File: config.mk
export PLATFORM = sky130hd
export DESIGN_NAME = markup_entity_decoder_core
export DESIGN_NICKNAME = d
export VERILOG_FILES = /design/src/rtl/core/med_pkg.sv /design/src/rtl/core/med_datapath.sv /design/src/rtl/core/med_ctrl.sv /design/src/rtl/core/markup_entity_decoder_core.sv
export SDC_FILE = /design/constraint.sdc
export NUM_CORES = 1
export LEC_CHECK = 0
export BUFFER_PORTS_ARGS = -buffer_cell sky130_fd_sc_hd__buf_2
export CORE_MARGIN = 8
export CORE_UTILIZATION = 30
export CTS_CLUSTER_SIZE = 10
export DETAILED_ROUTE_END_ITERATION = 16
export GPL_ROUTABILITY_DRIVEN = 0
export PLACE_DENSITY_LB_ADDON = 0.15
export SLEW_MARGIN = 30
export SYNTH_ARGS = -nofsm -noshare
export SYNTH_HDL_FRONTEND = slang
export SYNTH_SLANG_ARGS = --single-unit
File: constraint.sdc
create_clock -name clk -period 8.8 [get_ports clk]
set_input_delay 0 -clock clk [delete_from_list [all_inputs] [get_ports clk]]
set_output_delay 0 -clock clk [all_outputs]
set_load 0.03 [all_outputs]
File: src/rtl/core/med_pkg.sv
// Package for the markup entity decoder: handshake types between the controller
// and the datapath, character codes and the small lookup functions for entity
// names and UTF-8 encoding. Depends on nothing.
`timescale 1ns / 1ps

package med_pkg;

	// Character codes that steer the match.
	localparam logic [7:0] CH_AMP  = 8'h26;
	localparam logic [7:0] CH_HASH = 8'h23;
	localparam logic [7:0] CH_SEMI = 8'h3B;
	localparam logic [7:0] CH_X    = 8'h78;
	localparam logic [7:0] CH_0    = 8'h30;
	localparam logic [7:0] CH_9    = 8'h39;

	// UTF-8 length boundaries.
	localparam logic [31:0] UTF_LIM1 = 32'h0000_0080;
	localparam logic [31:0] UTF_LIM2 = 32'h0000_0800;
	localparam logic [31:0] UTF_LIM3 = 32'h0001_0000;
	localparam logic [31:0] UTF_MAX  = 32'h0010_FFFF;

	// What the current input byte does to the match.
	typedef enum logic [2:0] {
		CL_EMIT_B,
		CL_HOLD,
		CL_NAMED,
		CL_NUM,
		CL_FAIL
	} class_t;

	// Source of the next output byte.
	typedef enum logic [2:0] {
		OS_BYTE,
		OS_NAMED,
		OS_UTF,
		OS_HELD,
		OS_MARKER
	} out_sel_t;

	typedef struct packed {
		logic     capture;
		logic     step;
		logic     go_idle;
		logic     idx_clr;
		logic     idx_inc;
		logic     push;
		out_sel_t out_sel;
		logic     out_last;
	} dp_cmd_t;

	typedef struct packed {
		class_t cls;
		logic   last;
		logic   out_free;
		logic   held_end;
		logic   utf_end;
		logic   utf_none;
	} dp_stat_t;

	// Returns {valid, index} of the named entity that starts with b.
	function automatic logic [2:0] name_index(input logic [7:0] b);
		logic [2:0] r;
		unique case (b)
			8'h6C:   r = 3'b100;
			8'h67:   r = 3'b101;
			8'h61:   r = 3'b110;
			8'h71:   r = 3'b111;
			default: r = 3'b000;
		endcase
		return r;
	endfunction

	function automatic logic [2:0] name_len(input logic [1:0] idx);
		logic [2:0] r;
		unique case (idx)
			2'd0:    r = 3'd2;
			2'd1:    r = 3'd2;
			2'd2:    r = 3'd3;
			default: r = 3'd4;
		endcase
		return r;
	endfunction

	// Character at position pos of the entity name (position 0 is the initial).
	function automatic logic [7:0] name_text(input logic [1:0] idx, input logic [1:0] pos);
		logic [7:0] r;
		unique case ({idx, pos})
			4'b00_00: r = 8'h6C;
			4'b00_01: r = 8'h74;
			4'b01_00: r = 8'h67;
			4'b01_01: r = 8'h74;
			4'b10_00: r = 8'h61;
			4'b10_01: r = 8'h6D;
			4'b10_10: r = 8'h70;
			4'b11_00: r = 8'h71;
			4'b11_01: r = 8'h75;
			4'b11_10: r = 8'h6F;
			4'b11_11: r = 8'h74;
			default:  r = 8'h00;
		endcase
		return r;
	endfunction

	function automatic logic [7:0] name_char(input logic [1:0] idx);
		logic [7:0] r;
		unique case (idx)
			2'd0:    r = 8'h3C;
			2'd1:    r = 8'h3E;
			2'd2:    r = 8'h26;
			default: r = 8'h22;
		endcase
		return r;
	endfunction

	// Returns {valid, value} of a hex digit in either case.
	function automatic logic [4:0] hex_digit(input logic [7:0] b);
		logic [4:0] r;
		if (b >= 8'h30 && b <= 8'h39) begin
			r = {1'b1, b[3:0]};
		end else if ((b >= 8'h61 && b <= 8'h66) || (b >= 8'h41 && b <= 8'h46)) begin
			r = {1'b1, 4'(b[3:0] + 4'd9)};
		end else begin
			r = 5'b0_0000;
		end
		return r;
	endfunction

	// Number of UTF-8 bytes for a code point, zero when it is out of range.
	function automatic logic [2:0] utf_len(input logic [31:0] c);
		logic [2:0] r;
		priority if (c < UTF_LIM1) begin
			r = 3'd1;
		end else if (c < UTF_LIM2) begin
			r = 3'd2;
		end else if (c < UTF_LIM3) begin
			r = 3'd3;
		end else if (c <= UTF_MAX) begin
			r = 3'd4;
		end else begin
			r = 3'd0;
		end
		return r;
	endfunction

	function automatic logic [7:0] utf_byte(input logic [20:0] c, input logic [2:0] len,
			input logic [1:0] k);
		logic [7:0] r;
		unique case ({len, k})
			5'b001_00: r = {1'b0, c[6:0]};
			5'b010_00: r = {3'b110, c[10:6]};
			5'b010_01: r = {2'b10, c[5:0]};
			5'b011_00: r = {4'b1110, c[15:12]};
			5'b011_01: r = {2'b10, c[11:6]};
			5'b011_10: r = {2'b10, c[5:0]};
			5'b100_00: r = {5'b11110, c[20:18]};
			5'b100_01: r = {2'b10, c[17:12]};
			5'b100_10: r = {2'b10, c[11:6]};
			5'b100_11: r = {2'b10, c[5:0]};
			default:   r = 8'h00;
		endcase
		return r;
	endfunction

endpackage

File: src/rtl/core/med_datapath.sv
// Datapath of the markup entity decoder: input capture, held-byte store, match
// state, code point accumulator and the output register.
// Depends on med_pkg.
`timescale 1ns / 1ps

module med_datapath #(
	parameter int MAX_DIGITS = 8
) (
	input  logic              clk,
	input  logic              arst_n,
	input  logic [7:0]        in_byte,
	input  logic              in_last,
	input  med_pkg::dp_cmd_t  cmd,
	output med_pkg::dp_stat_t stat,
	input  logic              out_ready,
	output logic              out_valid,
	output logic [7:0]        out_byte,
	output logic              out_flag,
	output logic              out_last
);
	import med_pkg::*;

	localparam int HoldDepth = (MAX_DIGITS + 3 > 5) ? MAX_DIGITS + 3 : 5;
	localparam int CntW      = $clog2(HoldDepth + 1);
	localparam int IdxW      = $clog2(HoldDepth);

	typedef enum logic [2:0] {
		M_IDLE,
		M_AMP,
		M_NAMED,
		M_HASH,
		M_DEC,
		M_HEX
	} mode_t;

	logic [7:0]      byte_q;
	logic            last_q;
	logic [7:0]      held_q [HoldDepth];
	logic [CntW-1:0] cnt_q;
	mode_t           mode_q;
	logic [31:0]     acc_q;
	logic [IdxW-1:0] idx_q;
	logic            valid_q;
	logic [7:0]      obyte_q;
	logic            oflag_q;
	logic            olast_q;

	class_t          cls;
	mode_t           nxt_mode;
	logic [31:0]     nxt_acc;
	logic [2:0]      nm_in;
	logic [2:0]      nm_held;
	logic [4:0]      hx;
	logic            is_dig;
	logic [CntW-1:0] pos;
	logic [2:0]      nlen;
	logic [2:0]      ulen;
	logic            out_free;
	logic [7:0]      mux_byte;
	logic            mux_flag;

	// Classify the captured byte against the current match.
	always_comb begin
		cls      = CL_FAIL;
		nxt_mode = mode_q;
		nxt_acc  = acc_q;
		nm_in    = name_index(byte_q);
		nm_held  = name_index(held_q[1]);
		hx       = hex_digit(byte_q);
		is_dig   = (byte_q >= CH_0) && (byte_q <= CH_9);
		pos      = cnt_q - CntW'(1);
		nlen     = name_len(nm_held[1:0]);
		unique case (mode_q)
			M_IDLE: begin
				if (byte_q == CH_AMP) begin
					cls      = CL_HOLD;
					nxt_mode = M_AMP;
				end else begin
					cls = CL_EMIT_B;
				end
			end
			M_AMP: begin
				if (nm_in[2]) begin
					cls      = CL_HOLD;
					nxt_mode = M_NAMED;
				end else if (byte_q == CH_HASH) begin
					cls      = CL_HOLD;
					nxt_mode = M_HASH;
				end
			end
			M_NAMED: begin
				if (pos < CntW'(nlen)) begin
					if (byte_q == name_text(nm_held[1:0], pos[1:0])) begin
						cls = CL_HOLD;
					end
				end else if (pos == CntW'(nlen) && byte_q == CH_SEMI) begin
					cls = CL_NAMED;
				end
			end
			M_HASH: begin
				if (is_dig) begin
					cls      = CL_HOLD;
					nxt_mode = M_DEC;
					nxt_acc  = {28'd0, byte_q[3:0]};
				end else if (byte_q == CH_X) begin
					cls      = CL_HOLD;
					nxt_mode = M_HEX;
					nxt_acc  = 32'd0;
				end
			end
			M_DEC: begin
				if (is_dig) begin
					if (cnt_q < CntW'(MAX_DIGITS + 2)) begin
						cls     = CL_HOLD;
						nxt_acc = (acc_q << 3) + (acc_q << 1) + {28'd0, byte_q[3:0]};
					end
				end else if (byte_q == CH_SEMI && cnt_q > CntW'(2) && acc_q != 32'd0) begin
					cls = CL_NUM;
				end
			end
			M_HEX: begin
				if (hx[4]) begin
					if (cnt_q < CntW'(MAX_DIGITS + 3)) begin
						cls     = CL_HOLD;
						nxt_acc = {acc_q[27:0], hx[3:0]};
					end
				end else if (byte_q == CH_SEMI && cnt_q > CntW'(3) && acc_q != 32'd0) begin
					cls = CL_NUM;
				end
			end
			default: cls = CL_FAIL;
		endcase
	end

	assign ulen     = utf_len(acc_q);
	assign out_free = !valid_q || out_ready;

	always_comb begin
		mux_byte = byte_q;
		mux_flag = 1'b1;
		unique case (cmd.out_sel)
			OS_BYTE:   mux_byte = byte_q;
			OS_NAMED:  mux_byte = name_char(nm_held[1:0]);
			OS_UTF:    mux_byte = utf_byte(acc_q[20:0], ulen, idx_q[1:0]);
			OS_HELD:   mux_byte = held_q[idx_q];
			OS_MARKER: begin
				mux_byte = 8'h00;
				mux_flag = 1'b0;
			end
			default:   mux_byte = byte_q;
		endcase
	end

	always_comb begin
		stat          = '0;
		stat.cls      = cls;
		stat.last     = last_q;
		stat.out_free = out_free;
		stat.held_end = (CntW'(idx_q) + CntW'(1)) == cnt_q;
		stat.utf_end  = idx_q == (IdxW'(ulen) - IdxW'(1));
		stat.utf_none = ulen == 3'd0;
	end

	// Payload registers.
	always_ff @(posedge clk) begin
		if (cmd.capture) begin
			byte_q <= in_byte;
			last_q <= in_last;
		end
		if (cmd.step) begin
			held_q[cnt_q[IdxW-1:0]] <= byte_q;
		end
		if (cmd.push) begin
			obyte_q <= mux_byte;
			oflag_q <= mux_flag;
			olast_q <= cmd.out_last;
		end
	end

	always_ff @(posedge clk or negedge arst_n) begin
		if (!arst_n) begin
			cnt_q   <= '0;
			mode_q  <= M_IDLE;
			acc_q   <= '0;
			idx_q   <= '0;
			valid_q <= 1'b0;
		end else begin
			if (cmd.go_idle) begin
				cnt_q  <= '0;
				mode_q <= M_IDLE;
				acc_q  <= '0;
			end else if (cmd.step) begin
				cnt_q  <= cnt_q + CntW'(1);
				mode_q <= nxt_mode;
				acc_q  <= nxt_acc;
			end
			if (cmd.idx_clr) begin
				idx_q <= '0;
			end else if (cmd.idx_inc) begin
				idx_q <= idx_q + IdxW'(1);
			end
			if (cmd.push) begin
				valid_q <= 1'b1;
			end else if (out_ready) begin
				valid_q <= 1'b0;
			end
		end
	end

	assign out_valid = valid_q;
	assign out_byte  = obyte_q;
	assign out_flag  = oflag_q;
	assign out_last  = olast_q;

endmodule

File: src/rtl/core/med_ctrl.sv
// Controller of the markup entity decoder: sequences input capture, match
// evaluation, UTF-8 output and literal replay of held bytes.
// Depends on med_pkg.
`timescale 1ns / 1ps

module med_ctrl (
	input  logic              clk,
	input  logic              arst_n,
	input  logic              in_valid,
	output logic              in_ready,
	input  med_pkg::dp_stat_t stat,
	output med_pkg::dp_cmd_t  cmd
);
	import med_pkg::*;

	typedef enum logic [2:0] {
		S_WAIT,
		S_EVAL,
		S_UTF,
		S_FREPLAY,
		S_LREPLAY
	} state_t;

	state_t state_q;
	state_t nxt;

	always_comb begin
		cmd      = '0;
		in_ready = 1'b0;
		nxt      = state_q;
		unique case (state_q)
			S_WAIT: begin
				in_ready = 1'b1;
				if (in_valid) begin
					cmd.capture = 1'b1;
					nxt         = S_EVAL;
				end
			end
			S_EVAL: begin
				cmd.idx_clr = 1'b1;
				unique case (stat.cls)
					CL_EMIT_B: begin
						if (stat.out_free) begin
							cmd.push     = 1'b1;
							cmd.out_sel  = OS_BYTE;
							cmd.out_last = stat.last;
							nxt          = S_WAIT;
						end
					end
					CL_HOLD: begin
						cmd.step = 1'b1;
						nxt      = stat.last ? S_LREPLAY : S_WAIT;
					end
					CL_NAMED: begin
						if (stat.out_free) begin
							cmd.push     = 1'b1;
							cmd.out_sel  = OS_NAMED;
							cmd.out_last = stat.last;
							cmd.go_idle  = 1'b1;
							nxt          = S_WAIT;
						end
					end
					CL_NUM: begin
						if (!stat.utf_none) begin
							nxt = S_UTF;
						end else if (!stat.last) begin
							cmd.go_idle = 1'b1;
							nxt         = S_WAIT;
						end else if (stat.out_free) begin
							// Out-of-range code point at end of text: bare end marker.
							cmd.push     = 1'b1;
							cmd.out_sel  = OS_MARKER;
							cmd.out_last = 1'b1;
							cmd.go_idle  = 1'b1;
							nxt          = S_WAIT;
						end
					end
					CL_FAIL: nxt = S_FREPLAY;
					default: nxt = S_WAIT;
				endcase
			end
			S_UTF: begin
				if (stat.out_free) begin
					cmd.push     = 1'b1;
					cmd.out_sel  = OS_UTF;
					cmd.out_last = stat.last && stat.utf_end;
					cmd.idx_inc  = 1'b1;
					if (stat.utf_end) begin
						cmd.go_idle = 1'b1;
						nxt         = S_WAIT;
					end
				end
			end
			S_FREPLAY: begin
				if (stat.out_free) begin
					cmd.push    = 1'b1;
					cmd.out_sel = OS_HELD;
					cmd.idx_inc = 1'b1;
					if (stat.held_end) begin
						cmd.go_idle = 1'b1;
						nxt         = S_EVAL;
					end
				end
			end
			S_LREPLAY: begin
				if (stat.out_free) begin
					cmd.push     = 1'b1;
					cmd.out_sel  = OS_HELD;
					cmd.out_last = stat.held_end;
					cmd.idx_inc  = 1'b1;
					if (stat.held_end) begin
						cmd.go_idle = 1'b1;
						nxt         = S_WAIT;
					end
				end
			end
			default: nxt = S_WAIT;
		endcase
	end

	always_ff @(posedge clk or negedge arst_n) begin
		if (!arst_n) begin
			state_q <= S_WAIT;
		end else begin
			state_q <= nxt;
		end
	end

endmodule

File: src/rtl/core/markup_entity_decoder_core.sv
// Top level of the markup entity decoder: stream ports, controller and datapath.
// Depends on med_pkg, med_ctrl and med_datapath.
`timescale 1ns / 1ps

// Streaming decoder of markup character entities. Text bytes enter on the slave
// stream and decoded bytes leave on the master stream. The named entities for
// less-than, greater-than, ampersand and double quote become their characters,
// and decimal (&#N;) or hex (&#xH;, lower-case x) references of 1 to MAX_DIGITS
// digits become the UTF-8 bytes of the code point. Bytes of an entity in
// progress are held; if the entity turns out malformed, overlong or zero, the
// held bytes come out literally and the byte that broke the match is decoded
// afresh. A code point above 0x10FFFF is swallowed. An input transaction with
// tlast set flushes any held bytes, and the last output transaction of that text
// carries tlast; when such a byte produces no output at all, one bare end marker
// with tuser low is sent. Each input transaction is captured into a register
// and evaluated in the next cycle; no new byte is accepted during evaluation.
// Output goes through a single output register at one byte per cycle while
// m_tready keeps it free: the closing semicolon of a numeric reference is
// followed by its UTF-8 bytes, a failed match first replays its held bytes
// (up to the larger of MAX_DIGITS + 3 and five) before the breaking byte is
// evaluated again, and a byte with tlast set replays any bytes left held.
// The input is accepted whenever the decoder has finished the previous byte,
// even if the last result still waits in the output register.
module markup_entity_decoder_core #(
	parameter int MAX_DIGITS = 8
) (
	input  logic       clk,
	input  logic       arst_n,
	input  logic       s_tvalid,
	output logic       s_tready,
	input  logic [7:0] s_tdata,   // [7:0] byte_in
	input  logic       s_tlast,   // last_in
	output logic       m_tvalid,
	input  logic       m_tready,
	output logic [7:0] m_tdata,   // [7:0] byte_out
	output logic       m_tuser,   // [0] byte_valid
	output logic       m_tlast    // last_out
);
	import med_pkg::*;

	dp_cmd_t  cmd;
	dp_stat_t stat;

	// The controller decides the order of outputs; the datapath holds all data.
	med_ctrl u_ctrl (
		.clk      (clk),
		.arst_n   (arst_n),
		.in_valid (s_tvalid),
		.in_ready (s_tready),
		.stat     (stat),
		.cmd      (cmd)
	);

	med_datapath #(
		.MAX_DIGITS (MAX_DIGITS)
	) u_datapath (
		.clk       (clk),
		.arst_n    (arst_n),
		.in_byte   (s_tdata),
		.in_last   (s_tlast),
		.cmd       (cmd),
		.stat      (stat),
		.out_ready (m_tready),
		.out_valid (m_tvalid),
		.out_byte  (m_tdata),
		.out_flag  (m_tuser),
		.out_last  (m_tlast)
	);

endmodule

Yosys cells after proc, flatten, opt, wreduce, memory -nomap -nowiden

Memories as Yosys holds them, arrays and structs flattened.
Index checks and enable logic that the tools add are counted.

Bits in read-only memories: 112
Memories: 2
RAM bits: 88
Latch bits: 0
Bits of input ports: 13
Flip-flop bits (word level): 66

Order comparisons: 15
Div/mod/pow operators: 0
Shift-type cells: 0
Add/subtract/negate cells: 7
Eq/ne operators: 59
Reduce and logical (&&, ||, !) cells: 31
Muxes and demuxes: 95
Bitwise logic cells: 0
$mul: 0

Memories:

| memory            | words | bits a word | read ports | clocked after Yosys merged registers in | write ports | RTL line           | RTL |
|---|---|---|---|---|---|---|---|
| (name not given)  | 16    | 7           | 1          | 0                                       | 0           | med_pkg.sv:87      | `unique case ({idx, pos})` |
| u_datapath.held_q | 11    | 8           | 2          | 0                                       | 1           | med_datapath.sv:38 | `logic [7:0] held_q [HoldDepth];` |

Operators with widths:

| kind                   | number |
|---|---|
| $mux W32               | 8 |
| $mux W3                | 35 |
| $pmux W32 S3           | 1 |
| $eq A8 B7 Y1 const B   | 9 |
| $pmux W8 S7            | 1 |
| $mux W5                | 8 |
| $add A32 B32 Y32       | 1 |
| $add A32 B4 Y32        | 1 |
| $le A32 B21 Y1 const B | 1 |
| $lt A32 B12 Y1 const B | 1 |
| $lt A32 B17 Y1 const B | 1 |
| $lt A32 B8 Y1 const B  | 1 |
| $pmux W8 S4            | 1 |
| $reduce_bool A32 Y1    | 1 |
| $pmux W5 S3            | 2 |
| $eq A5 B4 Y1 const B   | 5 |
| $eq A3 B2 Y1 const B   | 8 |
| $eq A8 B6 Y1 const B   | 3 |
| $pmux W3 S4            | 2 |
| $eq A5 B5 Y1 const B   | 4 |
| $mux W1                | 19 |
| $pmux W3 S6            | 1 |
| $ge A8 B7 Y1 const B   | 2 |
| $le A8 B7 Y1 const B   | 2 |
| other kinds (42)       | 89 |

Longest topological paths before layout

Gate-level depths: netlist of the first run.
An unclocked memory read counts as a cell.

Word-level depth: 18
Mapped depth: 15
Mapped depth without buffers: 13

Cells and area by module

From an unflattened synthesis of the first run, not the netlist that was laid out.

Cells, all modules: 980
Area, all modules: 10153.5 um2

By module, submodules not included:

| module       | instances | seq. area each (um2) | cells an instance | area an instance (um2) |
|---|---|---|---|---|
| med_datapath | 1         | 4314.1               | 921               | 9686.8 |
| med_ctrl     | 1         | 75.1                 | 59                | 466.7 |

Worst setup path before layout of the first run

Ideal clock, no wire load.

Kind: reg2reg
From: register u_datapath.byte_q[0]
To: register u_datapath.obyte_q[0], in the netlist u_datapath.out_byte[0] (enable)
Library setup time: 380 ps
Arrival time: 3468 ps
Stages on the path, launching flop included: 12
Setup slack: 4952 ps
Path through: edfxtp_1 clkinv_1 ha_1 o21bai_1 a2111o_1 clkbuf_1 o21ai_1 or4_1 a221o_1 a21oi_1 nand4_1 a21oi_1

RTL lines:

| item                     | RTL line            | RTL |
|---|---|---|
| start: declaration       | med_datapath.sv:36  | `logic [7:0] byte_q;` |
| start signal: assignment | med_datapath.sv:167 | `byte_q <= in_byte;` |
| end signal: assignment   | med_datapath.sv:174 | `obyte_q <= mux_byte;` |
| end: declaration         | med_datapath.sv:44  | `logic [7:0] obyte_q;` |

==> results of run 1 <==
-- registers in the layout, indices dropped and copies added, names as in the netlist --
register and count:
u_datapath.out_flag 1, u_datapath.cnt_q 4, u_datapath.byte_q 8, u_datapath.last_q 1
u_datapath.held_q 88, u_ctrl.state_q 3, u_datapath.out_byte 8, u_datapath.out_valid 1
u_datapath.out_last 1, u_datapath.acc_q 32, u_datapath.idx_q 4, u_datapath.mode_q 3
-- power by group --
part / switching (mW) / internal, mW / total, mW
registers: 0.0209 / 0.794 / 0.815
logic: 0.0902 / 0.0439 / 0.134
clock network: 0.356 / 0.413 / 0.770
-- layout make-up --
| cell class | instances | area [um2] | area share |
|---|---|---|---|
| Multi-Input combinational cell | 767 | 5630 | 0.485 |
| Clock buffer | 17 | 425 | 0.0366 |
| Sequential cell | 154 | 4390 | 0.378 |
| Timing Repair Buffer | 45 | 300 | 0.0259 |
| Inverter | 27 | 101 | 0.00872 |
| Tap cell | 455 | 569 | 0.0490 |
| Clock inverter | 15 | 198 | 0.0170 |
-- critical path, cell delays in order (launching register included) --
cell,delay (ns)
edfxtp_1,0.79
clkinv_1,0.46
ha_1,0.38
o21bai_1,0.19
a2111o_1,0.33
o21ai_1,0.18
a32oi_1,0.37
a21boi_0,0.56
o21a_1,0.30
nand4_1,0.21
a21oi_1,0.37
buf_2,0.27
-- metal layers --
layer | wire [um] | vias to the layer above
li1 | - | 3921
met1 | 15200 | 4031
met2 | 14200 | 188
met3 | 1200 | 26
met4 | 397 | 0
met5 | 0 | -
-- logic make-up after synthesis --
kind of cell             Yosys count  synth area share
multiplexers                      40            0.0580
buffers and inverters             81            0.0338
flip-flops                       154             0.424
AO/OA/AOI/OAI                    306             0.205
AND/OR/NAND/NOR                  314             0.158
adder cells (fa/ha/maj)           77            0.0944
XOR/XNOR                          30            0.0267
-- final timing paths --
| check | depth (start not counted) | to |
|---|---|---|
| min in group asynchronous | 3 | u_datapath.acc_q[23] |
| max in group asynchronous | 3 | u_datapath.idx_q[0] |
| setup reg to reg | 11 | u_datapath.out_byte[2] |
| setup / recovery | 11 | u_datapath.out_byte[2] |
| hold / removal | 3 | u_datapath.out_last |
| hold reg to reg | 1 | u_datapath.acc_q[31] |
-- layout by cell type, fill, tap and decap left out, types with 12 or more instances in the layout --
cell type	Yosys	final
a21o_1	12	12
a21oi_1	56	56
a31oi_1	14	14
buf_2	2	25
clkbuf_16	0	17
dfrtp_1	47	46
edfxtp_1	107	107
ha_1	75	75
inv_1	26	26
mux2i_1	24	24
mux4_2	16	16
nand2_1	84	84
nand2b_1	16	16
nand3_1	22	22
nand4_1	14	14
nor2_1	69	69
nor3_1	17	17
o211ai_1	19	19
o21a_1	13	13
o21ai_0	67	67
o31ai_1	12	12
xnor2_1	14	14
xor2_1	15	15
-- metrics by stage --
stage / util / instances / instance area (um2) / hold WS (ns) / setup slack, ns
floorplan: - / 1002 / 10400 / -0.296 / 4.95
global placement: 0.317 / 1437 / 10900 / 0.167 / 4.12
detailed placement: 0.317 / 1437 / 10900 / 0.172 / 3.96
CTS: 0.338 / 1479 / 11600 / 0.0583 / 3.90
global route: 0.339 / 1480 / 11600 / 0.130 / 3.64
finish: 0.339 / 1480 / 11600 / 0.0805 / 4.09
==> metrics.txt, run 1 <==
outcome=completed; PostCTS Resize Cnt=0; RSZ-0062 raised after global routing=no; most used routing layer in global routing=met2; CP endpoint kind=flop; overall power=~1.7 mW; top area cells in the synthesized netlist=edfxtp_1 (31%), dfrtp_1 (11%), ha_1 (9.1%); hold_buf cts=10; count leader, synth=edfxtp_1; Critical Path AT=4.84 ns; Power Dens Cells=around 150 mW/mm2; # Max-Cap Violations=0; drt drc=0; most used flip-flop cell after synthesis=edfxtp_1; fin crit share=0.536; die extent in x=202 um; top cells by instance count after synthesis=edfxtp_1 (107), nand2_1 (84), ha_1 (75); Worst setup startpoint=u_datapath.byte_q[0]; # nets final=1102; TNS Setup=0 ns; vias per cell=around 5.5; number of routed nets with antenna violations=0; Avg Cell Area, Syn=approximately 10 um2; Worst slew margin=0.345; first-pass GRT wire length=slightly below 50 mm; Die Area=0.0407 mm2; top-area cell type share of the netlist area=0.310; Max clock buf depth=2; Hold Crit Start=m_tready; CTS Sinks=between 150 and 200; Final Max Slew Viols=0; Net Count, Synth=roughly 1100; clk_skew=0.0133 ns; grt ovf=0; Final Critical Period=about 4.7 ns; postcts setup bufs=0; Core Footprint=approximately 0.034 mm2; routing usage on met1=0.214; Peak VDD IR=0.000116 V; Worst-Skew Late Latency=approximately 0.43 ns; maximum fanout along the worst path=17; die height=between 200 and 250 um; Global Route met3 Usage=0.0235; htree depth=4; Initial Util=0.302; DRT iter0 DRCs=approximately 680; Core Rows=68; First-pass DRT Iterations=5; Crit Path Category=reg2reg; Post-synth ARST share=0.305; vias in the first global route=8075; Root Buffer=clkbuf_16; f_max=about 210 MHz; Post-Syn Area=0.0104 mm2; Critical Path RT=8.93 ns; GRT Util Overall=0.151; crit path launch type=flop; Hold Path Class=in2reg; worst r2r src=u_datapath.byte_q[0]; DP HPWL=approximately 22 mm; sequential element share of the synthesized area=0.424; final-report hold violation count=0; number of flops mapped to enable cells by yosys=around 110; antenna cells=0; fraction of layout cells with a size suffix above 1=0.109; initial antenna violation count=0; IO Port Bufs=24; drt total wl=slightly above 30 mm; number of I/O pins=25; Leak=~4.2 nW; clk slew on worst S/H paths=around 0.080 ns; worst slew pin tran=~1 ns; Final setup viols=0; Netlist cell types=between 80 and 90; CTS buffer count=17; Yosys reg bits=154; total number of vias=8166; Cells after Synth=about 1000; Area Growth Syn to Fin=12.1%; Fillers=about 3400; Synth area leader=edfxtp_1; M2 GR Usage=0.237; pin count of the biggest net entering global routing=48; Avg WL per Cell=between 20 and 25 um; yosys warns=0; Reg2Reg Setup Slack=between 4 and 5 ns; TritonCTS clock tree=built
(Power assumes the default switching activity.)
==> run 2, diff against run 1 <==
- clock period: 8.8 -> 4.9 ns (I/O delays scaled with it)
==> run 2 against run 1 <==
Critical path type unchanged. Clock-buffer cell count is the same. Setup slack got worse by 3.4 ns. Highest routed layer unchanged. Register-to-register slack got worse by 3.4 ns. Fmax increased by 11%. Clock power increased by 83%. Critical path depth grew 3. Final area is 0.95% higher. Die area did not move. Wire length increased by 2.0%. Sequential share of layout area is 0.35 points lower. Critical endpoint is now u_datapath.held_q[5][6]. Largest cell class unchanged.
==> metrics.txt, run 2 (synthesized netlist as in run 1, its figures left out) <==
share of total power in combinational logic=0.083 (+0.005); IO Port Bufs=24 (unchanged); Reg2Reg Setup Slack=0.67 ns (-3.42 ns); CTS buffer count=17 (unchanged); worst slew pin tran=0.928 ns (-0.0455 ns); number of I/O pins=25 (unchanged); # Max-Cap Violations=0 (unchanged); htree depth=4 (unchanged); CP endpoint kind=flop; f_max=236 MHz (+11%); vias per cell=5.56 (+0.68%); crit path capture=u_datapath.held_q[5][6]; GRT Util Overall=0.156 (+0.00553); Final Max Slew Viols=0 (unchanged); most frequent CP cell=nor2_1; RSZ-0062 raised after global routing=no; total number of vias=8305 (+1.7%); DRT iter0 DRCs=683 (+0.74%); Hold Path Class=in2reg; drt total wl=31.6 mm (+2.0%); post-route cell area=0.0117 mm2 (+0.95%); fraction of layout cells with a size suffix above 1=0.120 (+0.0109); drt drc=0 (unchanged); Power Dens Cells=266 mW/mm2 (+79%); number of routed nets with antenna violations=0 (unchanged); clock power share=0.451 (+0.003); clk_skew=0.0125 ns (-0.000736 ns); TNS Setup=0 ns (unchanged); final-report hold violation count=0 (unchanged); Max clock buf depth=2 (unchanged); Switching Fraction=0.264 (-0.00793); clk slew on worst S/H paths=0.07 ns (about the same); Final Critical Period=4.23 ns (-0.483 ns); grt ovf=0 (unchanged); initial antenna violation count=0 (unchanged); Core Footprint=0.0343 mm2 (unchanged); outcome=completed; die extent in x=202 um (unchanged); first-pass GRT wire length=49.9 mm (+2.8%); die height=202 um (unchanged); Critical Path Max Stage Delay=0.56 ns (-0.23 ns); most common cell after layout, fill and taps aside=edfxtp_1; Fillers=3416 (-0.81%); vias in the first global route=8110 (+0.43%); Final setup viols=0 (unchanged); # nets final=1117 (+1.4%); CTS Sinks=154 (unchanged); number of flip-flops in the largest register=88 (unchanged); maximum fanout along the worst path=11 (-6); most frequent cells in the layout=edfxtp_1 (107), nand2_1 (84), ha_1 (75); cell family with most CP delay=simple AND/OR/NAND/NOR gates; crit-path cells=or3b_2, nor2_1, nand2_1, inv_1, ha_1, nor2b_1, o21ai_0, nand4b_1, a2111oi_2, nand4_1, o21a_1, nor2_1, buf_4, and4_1; worst r2r src=u_datapath.held_q[1][1]; Peak VDD IR=0.000211 V (+83%); Critical Path AT=4.33 ns (-0.51 ns); TritonCTS clock tree=built; Initial Util=0.302 (unchanged); Area Growth Syn to Fin=13.2%; multi-input gate area in the final layout=0.00562 mm2 (-0.20%); fin crit share=0.864 (+0.328); crit path launch type=flop; FF-to-FF path depth=14 (+3); Avg WL per Cell=21.2 um (+0.99%); Reg area=0.00439 mm2 (unchanged); Stages on worst setup path=14 (+3); antenna cells=0 (unchanged); Worst path slowest cell=or3b_2; placement-stage cell area=0.0110 mm2 (+1.0%); reg-to-reg endpoint=u_datapath.held_q[5][6]; First-pass DRT Iterations=5 (unchanged); Root Buffer=clkbuf_16; Worst-Skew Late Latency=0.44 ns (about the same); Core Rows=68 (unchanged); Worst setup startpoint=u_datapath.held_q[1][1]; Critical Path RT=5.00 ns (-3.93 ns); Pint=2.29 mW (+83%); overall power=3.11 mW (+81%); Worst slew margin=0.374 (+0.0284); crit path buf inv count=2 (unchanged); DP HPWL=23.2 mm (+4.8%); Crit Path Category=reg2reg; pin count of the biggest net entering global routing=48 (unchanged); Die Area=0.0407 mm2 (unchanged); Leak=4.30 nW (+2.0%); Psw=822 uW (+76%); PostCTS Resize Cnt=0 (unchanged); WHS=0.0689 ns (-0.0116 ns); Reg power frac=0.466 (-0.008)
-- run 2: worst register-to-register path, stage by stage, from the launching register on --
cell,delay [ns]
edfxtp_1,0.51
or3b_2,0.56
nor2_1,0.15
nand2_1,0.11
inv_1,0.10
ha_1,0.23
nor2b_1,0.13
o21ai_0,0.17
nand4b_1,0.14
a2111oi_2,0.33
nand4_1,0.33
o21a_1,0.35
nor2_1,0.11
buf_4,0.19
and4_1,0.47
-- run 2: worst min-delay path by stage --
stage	from	to	slack, ns	cells past startpoint
4_1_cts	m_tready	u_datapath.out_last	0.04	3
2_1_floorplan	arst_n	u_ctrl.state_q[0]	-0.30	0
5_1_grt	m_tready	u_ctrl.state_q[0]	0.11	3
3_3_place_gp	arst_n	u_datapath.acc_q[25]	0.18	2
6_report	m_tready	u_datapath.out_last	0.07	3
3_5_place_dp	s_tdata[4]	u_datapath.byte_q[4]	0.18	1
-- run 2: timing repair --
action / in CTS / in global routing
endpoints found under the hold margin: 56 / 0
setup buffers: 0 / 0
hold buffers: 10 / 0
-- run 2: power groups by stage --
stage	Sequential (mW)	Combinational (mW)	Clock, mW
after CTS	1.45	0.261	1.43
after floorplan	1.50	0.131	0
after global placement	1.48	0.257	0
final	1.45	0.257	1.41
after global routing	1.45	0.286	1.47
after detailed placement	1.48	0.253	0
-- run 2: area by class of cell --
| cell class | count | area share |
|---|---|---|
| inverters | 27 | 0.00864 |
| repair buffers | 60 | 0.0354 |
| well taps | 455 | 0.0485 |
| flip-flops and latches | 154 | 0.374 |
| multi-input cells | 767 | 0.479 |
| clock buffers | 17 | 0.0363 |
| clock inverters | 15 | 0.0174 |
-- run 2: metrics by stage --
stage | setup slack [ns] | cells | util
after floorplan | 1.05 | 1002 | -
after global placement | 0.781 | 1453 | 0.321
after global routing | 0.293 | 1495 | 0.342
final | 0.669 | 1495 | 0.342
after detailed placement | 0.687 | 1453 | 0.321
after CTS | 0.679 | 1495 | 0.342
-- run 2: per-layer routing --
metal | wire, um | global-route usage | part of all wire
met1 | 15600 | 0.224 | 0.49
met2 | 13800 | 0.233 | 0.44
met3 | 1350 | 0.0245 | 0.043
met4 | 864 | 0.0582 | 0.027
met5 | 0 | 0 | 0
